**config.mk**
```make
export PLATFORM = sky130hd
export DESIGN_NAME = block_move_compare_step
export DESIGN_NICKNAME = d
export VERILOG_FILES = /design/src/rtl/bmcs_pkg.sv /design/src/rtl/block_move_compare_step.sv
export VERILOG_INCLUDE_DIRS = /design/src /design/src/rtl
export SDC_FILE = /design/constraint.sdc
export NUM_CORES = 1
export LEC_CHECK = 0
export BUFFER_PORTS_ARGS = -buffer_cell sky130_fd_sc_hd__buf_4
export CORE_MARGIN = 2
export CORE_UTILIZATION = 40
export CTS_CLUSTER_DIAMETER = 150
export DETAILED_ROUTE_END_ITERATION = 10
export MAX_ROUTING_LAYER = met4
export SLEW_MARGIN = 20
export SYNTH_ARGS = -nofsm -noshare
export SYNTH_HDL_FRONTEND = slang
export SYNTH_SLANG_ARGS = --single-unit
```
**constraint.sdc**
```tcl
create_clock -name clk -period 16.25 [get_ports clk]
set_clock_uncertainty 0.15 [all_clocks]
set_input_delay 3.25 -clock clk [delete_from_list [all_inputs] [get_ports clk]]
set_output_delay 3.25 -clock clk [all_outputs]
set_load 0.01 [all_outputs]
```
**src/rtl/block_move_compare_step_defines.svh**
```systemverilog
// ----------------------------------------------------------------------------
// Assertion macros for block_move_compare_step
// Concurrent property wrappers that compile away when ASSERT_OFF is set.
// ----------------------------------------------------------------------------
`ifndef BLOCK_MOVE_COMPARE_STEP_DEFINES_SVH
`define BLOCK_MOVE_COMPARE_STEP_DEFINES_SVH

`ifndef ASSERT_OFF

// Same-cycle implication, checked on the rising clock edge outside reset.
`define BMCS_ASSERT_IMP(label, clock, rst_n, ante, cons) \
	label: assert property (@(posedge clock) disable iff (!(rst_n)) \
		(ante) |-> (cons)) else $error("block_move_compare_step: check failed");

// Next-cycle implication, checked on the rising clock edge outside reset.
`define BMCS_ASSERT_NXT(label, clock, rst_n, ante, cons) \
	label: assert property (@(posedge clock) disable iff (!(rst_n)) \
		(ante) |=> (cons)) else $error("block_move_compare_step: check failed");

`else

`define BMCS_ASSERT_IMP(label, clock, rst_n, ante, cons)
`define BMCS_ASSERT_NXT(label, clock, rst_n, ante, cons)

`endif

`endif

```
**src/rtl/bmcs_pkg.sv**
```systemverilog
// ----------------------------------------------------------------------------
// Block move/compare step package
// Action bit positions, flag bit positions and the payload types of the
// input and result stages.
// ----------------------------------------------------------------------------
package bmcs_pkg;

	// Action encoding: each bit selects one property of the instruction.
	localparam int unsigned ACT_DOWN_BIT = 0;  // HL/DE step down
	localparam int unsigned ACT_CMP_BIT  = 1;  // compare form
	localparam int unsigned ACT_REP_BIT  = 2;  // repeating form

	typedef logic [2:0] action_t;

	// Flag register bit positions (S Z F5 H F3 PV N C).
	localparam int unsigned FLAG_C_BIT  = 0;
	localparam int unsigned FLAG_N_BIT  = 1;
	localparam int unsigned FLAG_PV_BIT = 2;
	localparam int unsigned FLAG_F3_BIT = 3;
	localparam int unsigned FLAG_H_BIT  = 4;
	localparam int unsigned FLAG_F5_BIT = 5;
	localparam int unsigned FLAG_Z_BIT  = 6;
	localparam int unsigned FLAG_S_BIT  = 7;

	// Step constants for the 16-bit register pairs.
	localparam logic [15:0] STEP_UP   = 16'h0001;
	localparam logic [15:0] STEP_DOWN = 16'hFFFF;
	localparam logic [15:0] PC_REWIND = 16'h0002;

	// One input word as held in the input register.
	typedef struct packed {
		action_t     action;
		logic [15:0] hl;
		logic [15:0] de;
		logic [15:0] bc;
		logic [7:0]  acc;
		logic [7:0]  flags;
		logic [15:0] pc;
		logic [7:0]  mem_byte;
	} in_word_t;

	// One result word as held in the output register.
	typedef struct packed {
		logic        write_enable;
		logic [15:0] write_addr;
		logic [7:0]  write_data;
		logic [15:0] hl;
		logic [15:0] de;
		logic [15:0] bc;
		logic [7:0]  flags;
		logic [15:0] memptr;
		logic [15:0] pc;
		logic        repeat_res;
	} res_word_t;

endpackage

```
**src/rtl/block_move_compare_step.sv**
```systemverilog
// Flow: an accepted word goes through the input register, then the output register.
// Throughput: one word per cycle while out_stall is low; the two registers form
// a two-stage pipeline, so the input takes one more word while a result waits.
// Reset: arst_n clears both stage valid bits at once; payload registers keep junk.
// ----------------------------------------------------------------------------
// Block move/compare step
// One iteration of a block transfer or block compare instruction: updates
// HL, DE, BC, flags, MEMPTR and PC and, for a transfer, produces the memory write.
// ----------------------------------------------------------------------------
`include "block_move_compare_step_defines.svh"

module block_move_compare_step (
	input  logic              clk,
	input  logic              arst_n,
	// Input channel
	input  logic              in_valid,
	output logic              in_stall,
	input  bmcs_pkg::action_t action,
	input  logic [15:0]       hl_in,
	input  logic [15:0]       de_in,
	input  logic [15:0]       bc_in,
	input  logic [7:0]        acc_in,
	input  logic [7:0]        flags_in,
	input  logic [15:0]       pc_in,
	input  logic [7:0]        mem_byte,
	// Output channel
	output logic              out_valid,
	input  logic              out_stall,
	output logic              write_enable,
	output logic [15:0]       write_addr,
	output logic [7:0]        write_data,
	output logic [15:0]       hl_out,
	output logic [15:0]       de_out,
	output logic [15:0]       bc_out,
	output logic [7:0]        flags_out,
	output logic [15:0]       memptr_out,
	output logic [15:0]       pc_out,
	output logic              repeat_res
);
	import bmcs_pkg::*;

	logic      valid_s1;
	logic      valid_s2;
	in_word_t  word_s1;
	res_word_t res_s2;
	res_word_t res_next;
	logic      load_s1;
	logic      load_s2;

	// Pipeline control: the output register loads when empty or drained,
	// and the input register loads when empty or moving forward.
	assign load_s2  = valid_s1 && (!valid_s2 || !out_stall);
	assign load_s1  = in_valid && !in_stall;
	assign in_stall = valid_s1 && !load_s2;

	always_ff @(posedge clk or negedge arst_n) begin
		if (!arst_n) begin
			valid_s1 <= 1'b0;
			valid_s2 <= 1'b0;
		end else begin
			if (load_s1 || load_s2) begin
				valid_s1 <= load_s1;
			end
			if (load_s2 || (valid_s2 && !out_stall)) begin
				valid_s2 <= load_s2;
			end
		end
	end

	// Input register payload.
	always_ff @(posedge clk) begin
		if (load_s1) begin
			word_s1 <= '{action:   action,
			             hl:       hl_in,
			             de:       de_in,
			             bc:       bc_in,
			             acc:      acc_in,
			             flags:    flags_in,
			             pc:       pc_in,
			             mem_byte: mem_byte};
		end
	end

	// Step logic between the input register and the output register.
	always_comb begin
		logic        down;
		logic        cmp;
		logic        rep;
		logic [15:0] step;
		logic [15:0] bc_dec;
		logic        pv;
		logic [7:0]  diff;
		logic        half;
		logic [7:0]  undoc;
		logic [7:0]  sum;
		logic        loop;

		down   = word_s1.action[ACT_DOWN_BIT];
		cmp    = word_s1.action[ACT_CMP_BIT];
		rep    = word_s1.action[ACT_REP_BIT];
		step   = down ? STEP_DOWN : STEP_UP;
		bc_dec = word_s1.bc - STEP_UP;
		pv     = (bc_dec != 16'h0000);
		diff   = word_s1.acc - word_s1.mem_byte;
		half   = (word_s1.acc[3:0] < word_s1.mem_byte[3:0]);
		undoc  = diff - {7'd0, half};
		sum    = word_s1.acc + word_s1.mem_byte;

		res_next    = '0;
		res_next.hl = word_s1.hl + step;
		res_next.bc = bc_dec;

		if (cmp) begin
			// Compare: flags from A minus the byte, no memory write.
			res_next.de                 = word_s1.de;
			res_next.flags[FLAG_S_BIT]  = diff[7];
			res_next.flags[FLAG_Z_BIT]  = (diff == 8'h00);
			res_next.flags[FLAG_F5_BIT] = undoc[1];
			res_next.flags[FLAG_H_BIT]  = half;
			res_next.flags[FLAG_F3_BIT] = undoc[3];
			res_next.flags[FLAG_PV_BIT] = pv;
			res_next.flags[FLAG_N_BIT]  = 1'b1;
			res_next.flags[FLAG_C_BIT]  = word_s1.flags[FLAG_C_BIT];
			res_next.memptr             = word_s1.pc + STEP_UP + step;
			loop                        = rep && pv && (diff != 8'h00);
		end else begin
			// Transfer: copy the byte to DE, S Z C kept, H N cleared.
			res_next.write_enable       = 1'b1;
			res_next.write_addr         = word_s1.de;
			res_next.write_data         = word_s1.mem_byte;
			res_next.de                 = word_s1.de + step;
			res_next.flags[FLAG_S_BIT]  = word_s1.flags[FLAG_S_BIT];
			res_next.flags[FLAG_Z_BIT]  = word_s1.flags[FLAG_Z_BIT];
			res_next.flags[FLAG_F5_BIT] = sum[1];
			res_next.flags[FLAG_H_BIT]  = 1'b0;
			res_next.flags[FLAG_F3_BIT] = sum[3];
			res_next.flags[FLAG_PV_BIT] = pv;
			res_next.flags[FLAG_N_BIT]  = 1'b0;
			res_next.flags[FLAG_C_BIT]  = word_s1.flags[FLAG_C_BIT];
			res_next.memptr             = word_s1.pc;
			loop                        = rep && pv;
		end

		// A looping step rewinds PC to the instruction and points MEMPTR at its second byte.
		res_next.repeat_res = loop;
		res_next.pc         = word_s1.pc;
		if (loop) begin
			res_next.pc     = word_s1.pc - PC_REWIND;
			res_next.memptr = word_s1.pc - STEP_UP;
		end
	end

	// Output register payload.
	always_ff @(posedge clk) begin
		if (load_s2) begin
			res_s2 <= res_next;
		end
	end

	assign out_valid    = valid_s2;
	assign write_enable = res_s2.write_enable;
	assign write_addr   = res_s2.write_addr;
	assign write_data   = res_s2.write_data;
	assign hl_out       = res_s2.hl;
	assign de_out       = res_s2.de;
	assign bc_out       = res_s2.bc;
	assign flags_out    = res_s2.flags;
	assign memptr_out   = res_s2.memptr;
	assign pc_out       = res_s2.pc;
	assign repeat_res   = res_s2.repeat_res;

	// The input side only stalls while a full output register is held back.
	`BMCS_ASSERT_IMP(a_stall_cause, clk, arst_n, in_stall, valid_s2 && out_stall)
	// A word taken while the output is free reaches the output register next.
	`BMCS_ASSERT_NXT(a_s2_fill, clk, arst_n, load_s2, out_valid)
	// A transfer result always has H and N cleared.
	`BMCS_ASSERT_IMP(a_xfer_flags, clk, arst_n, out_valid && write_enable,
		!flags_out[FLAG_H_BIT] && !flags_out[FLAG_N_BIT])
	// A looping result always reports a nonzero counter.
	`BMCS_ASSERT_IMP(a_loop_pv, clk, arst_n, out_valid && repeat_res,
		flags_out[FLAG_PV_BIT] && (bc_out != 16'h0000))

endmodule
```
==> out/metrics.csv <==
metric;value;unit
grt_max_degree;78;
r2r-start;word_s1[40]$_DFFE_PP_;
cp_data_required_time;12.85;ns
syn_inst;811;
overflow;0;
yosys-top-cells-count;edfxtp_1 (200), nor2_1 (59), ha_1 (57);
nets;1186;
ant_nets;0;
synth_top_cell_area_share;59.08;%
syn_area;10160;um2
drive_gt1_share;25.45;%
period_share;43.58;%
synth_edf_count;200;
synth-async-reset-ratio;0.9901;%
maxSlewHeadroom;44.67;%
cts-root-buf;clkbuf_16;
cts_tree;yes;
setup_tns;0;ns
status;finished clean;
gp_congestion;0.8817;
start_util;40.60;%
finalSetupViolations;0;
syn_area_per_cell;12.53;um2
grt_pass1_wl;35110;um
synth_top_flop_cell;edfxtp_1;
yosys.cell_types.count;71;
clock_path_buffers;3;
die-area;26700;um2
cts_buffers;23;
irDropWorstVdd;0.00008991;V
finish.utilization;51.38;%
path_cells;buf_4 -> nand3_1 -> inv_1 -> buf_4;
yosysWarnings;0;
crit_path_max_fanout;3;
drt_first_pass_iters;5;
clkSinkCount;202;
syn_to_final_growth;26.55;%
drtIter0Drc;417;
crit_buf_inv;3;
path_class;input pin to output port;
p_leak;0.005102;uW
p_total;1415;uW
die_w;163.4;um
r2r_setup_slack;11.41;ns
htreeDepth;1;
cts_setup_buffers;0;
drcViolationCount;0;
antenna_found_initial;0;
clkLatencyLatePin;0.51;ns
finalCriticalPeriod;7.083;ns
dieHeight;163.4;um
hold_depth;0;
finalMaxSlewViolations;0;
drv_cap;0;
syn-num-nets;967;
worstMarginPinSlew;0.8299;ns
end_kind;output port;
min_from;word_s1[24]$_DFFE_PP_;
grt_pass1_vias;6932;
hold_violations;0;
critPathSlowestCell;buf_4;
yosysTopAreaCell;edfxtp_1;
crit_cells;4;
synth_seq_cells;202;
insertedDiodeCount;0;
path_clk_slew;0.06;ns
wl;22540;um
synth_area_leaders;edfxtp_1 (59%), ha_1 (7.0%), xnor2_1 (3.8%), xor2_1 (2.5%), nor2_1 (2.2%);
fmax;0.1412;GHz
crit_top_cell;buf_4;
cpLargestDelayFamily;buffers and inverters;
ff2ff_path_depth;12;
cts-resized-gates;0;
crit_start;out_stall;
via_per_inst;5.120;
vias;7040;
wire_per_inst;16.39;um
ios;211;
core;25040;um2
max_stage_delay;0.14;ns
start_kind;input pin;
io_buffer_count;205;
hold_path.class;flop to flop;
rsz0062_at_grt;no;
arrival;3.68;ns
synth_most_common_cell;edfxtp_1;
rows;58;
holdBufCountCts;0;
power_density;110.0;nW/um2
hpwl;16120;um
ys_seq_area_share;59.58;%
grt_use_total;17.10;%
where the power goes:
| part | internal, uW | switching (uW) |
|---|---|---|
| clock | 320 | 205 |
| combinational | 110 | 125 |
| sequential | 631 | 22.5 |
logic make-up (layout without fill, tap and decap cells):
family	after synthesis	after routing	share of synthesized area, %
AND/OR/NAND/NOR	244	244	12.36
buffers and inverters	61	295	2.413
flip-flops	202	202	59.58
AO/OA/AOI/OAI	166	166	11.14
XOR/XNOR	73	73	6.290
adder cells (fa/ha/maj)	61	61	7.804
multiplexers	4	4	0.4185
flip-flops by register name, indices dropped and copies added, names as in the netlist:
register,flops
hl_out,16
de_out,16
out_valid,1
word_s1,86
memptr_out,16
write_enable,1
repeat_res,1
pc_out,16
write_addr,16
bc_out,16
valid_s1,1
flags_out,8
write_data,8
final timing paths:
check                                          end
min                         flags_out[0]$_DFFE_PP_
max in group asynchronous     valid_s1$_DFFE_PN0P_
max reg2reg                memptr_out[3]$_DFFE_PP_
max                                       in_stall
min in group asynchronous    out_valid$_DFFE_PN0P_
min reg2reg                 flags_out[0]$_DFFE_PP_
per-stage QoR:
stage / setup WS (ns) / instance area [um2] / cells / hold WS (ns)
floorplan: 3.840 / 10160 / 811 / 0.2503
global placement: 9.168 / 12100 / 1335 / 0.2518
detailed placement: 9.170 / 12100 / 1335 / 0.2677
CTS: 9.163 / 12860 / 1375 / 0.2815
global route: 9.119 / 12860 / 1375 / 0.2846
finish: 9.167 / 12860 / 1375 / 0.2758
layout by cell type (no fill, tap or decap), drive strengths merged, types with 5 or more instances in the layout:
master,synthesis,final
nand4,5,5
and2,6,6
xor2,29,29
nand2,54,54
nor3b,6,6
a31oi,6,6
o21bai,5,5
nand2b,6,6
nor2b,24,24
ha,57,57
or3,9,9
a211oi,7,7
inv,43,43
o21ai,36,36
clkbuf,9,23
nor3,24,24
edfxtp,200,200
o211ai,7,7
a21o,13,13
a21oi,37,37
nand3,12,12
clkinv,0,9
xnor2,44,44
nor4,6,6
o21a,6,6
buf,9,212
and3,11,11
nor2,59,59
per-layer routing:
layer	vias to the layer above	GRT usage (%)	share of wire [%]
li1	3489	-	-
met1	3300	21.61	43
met2	217	27.62	47
met3	34	4.545	8.1
met4	0	3.942	2.1
met5	-	-	0
final cells by class:
cell class | count | area (um2)
flip-flops and latches | 202 | 6056
multi-input cells | 548 | 3877
inverters | 43 | 161.4
well taps | 330 | 412.9
clock buffers | 23 | 575.6
fillers | 2214 | 12170
clock inverters | 17 | 188.9
repair buffers | 212 | 1592
(Power assumes the default switching activity.)
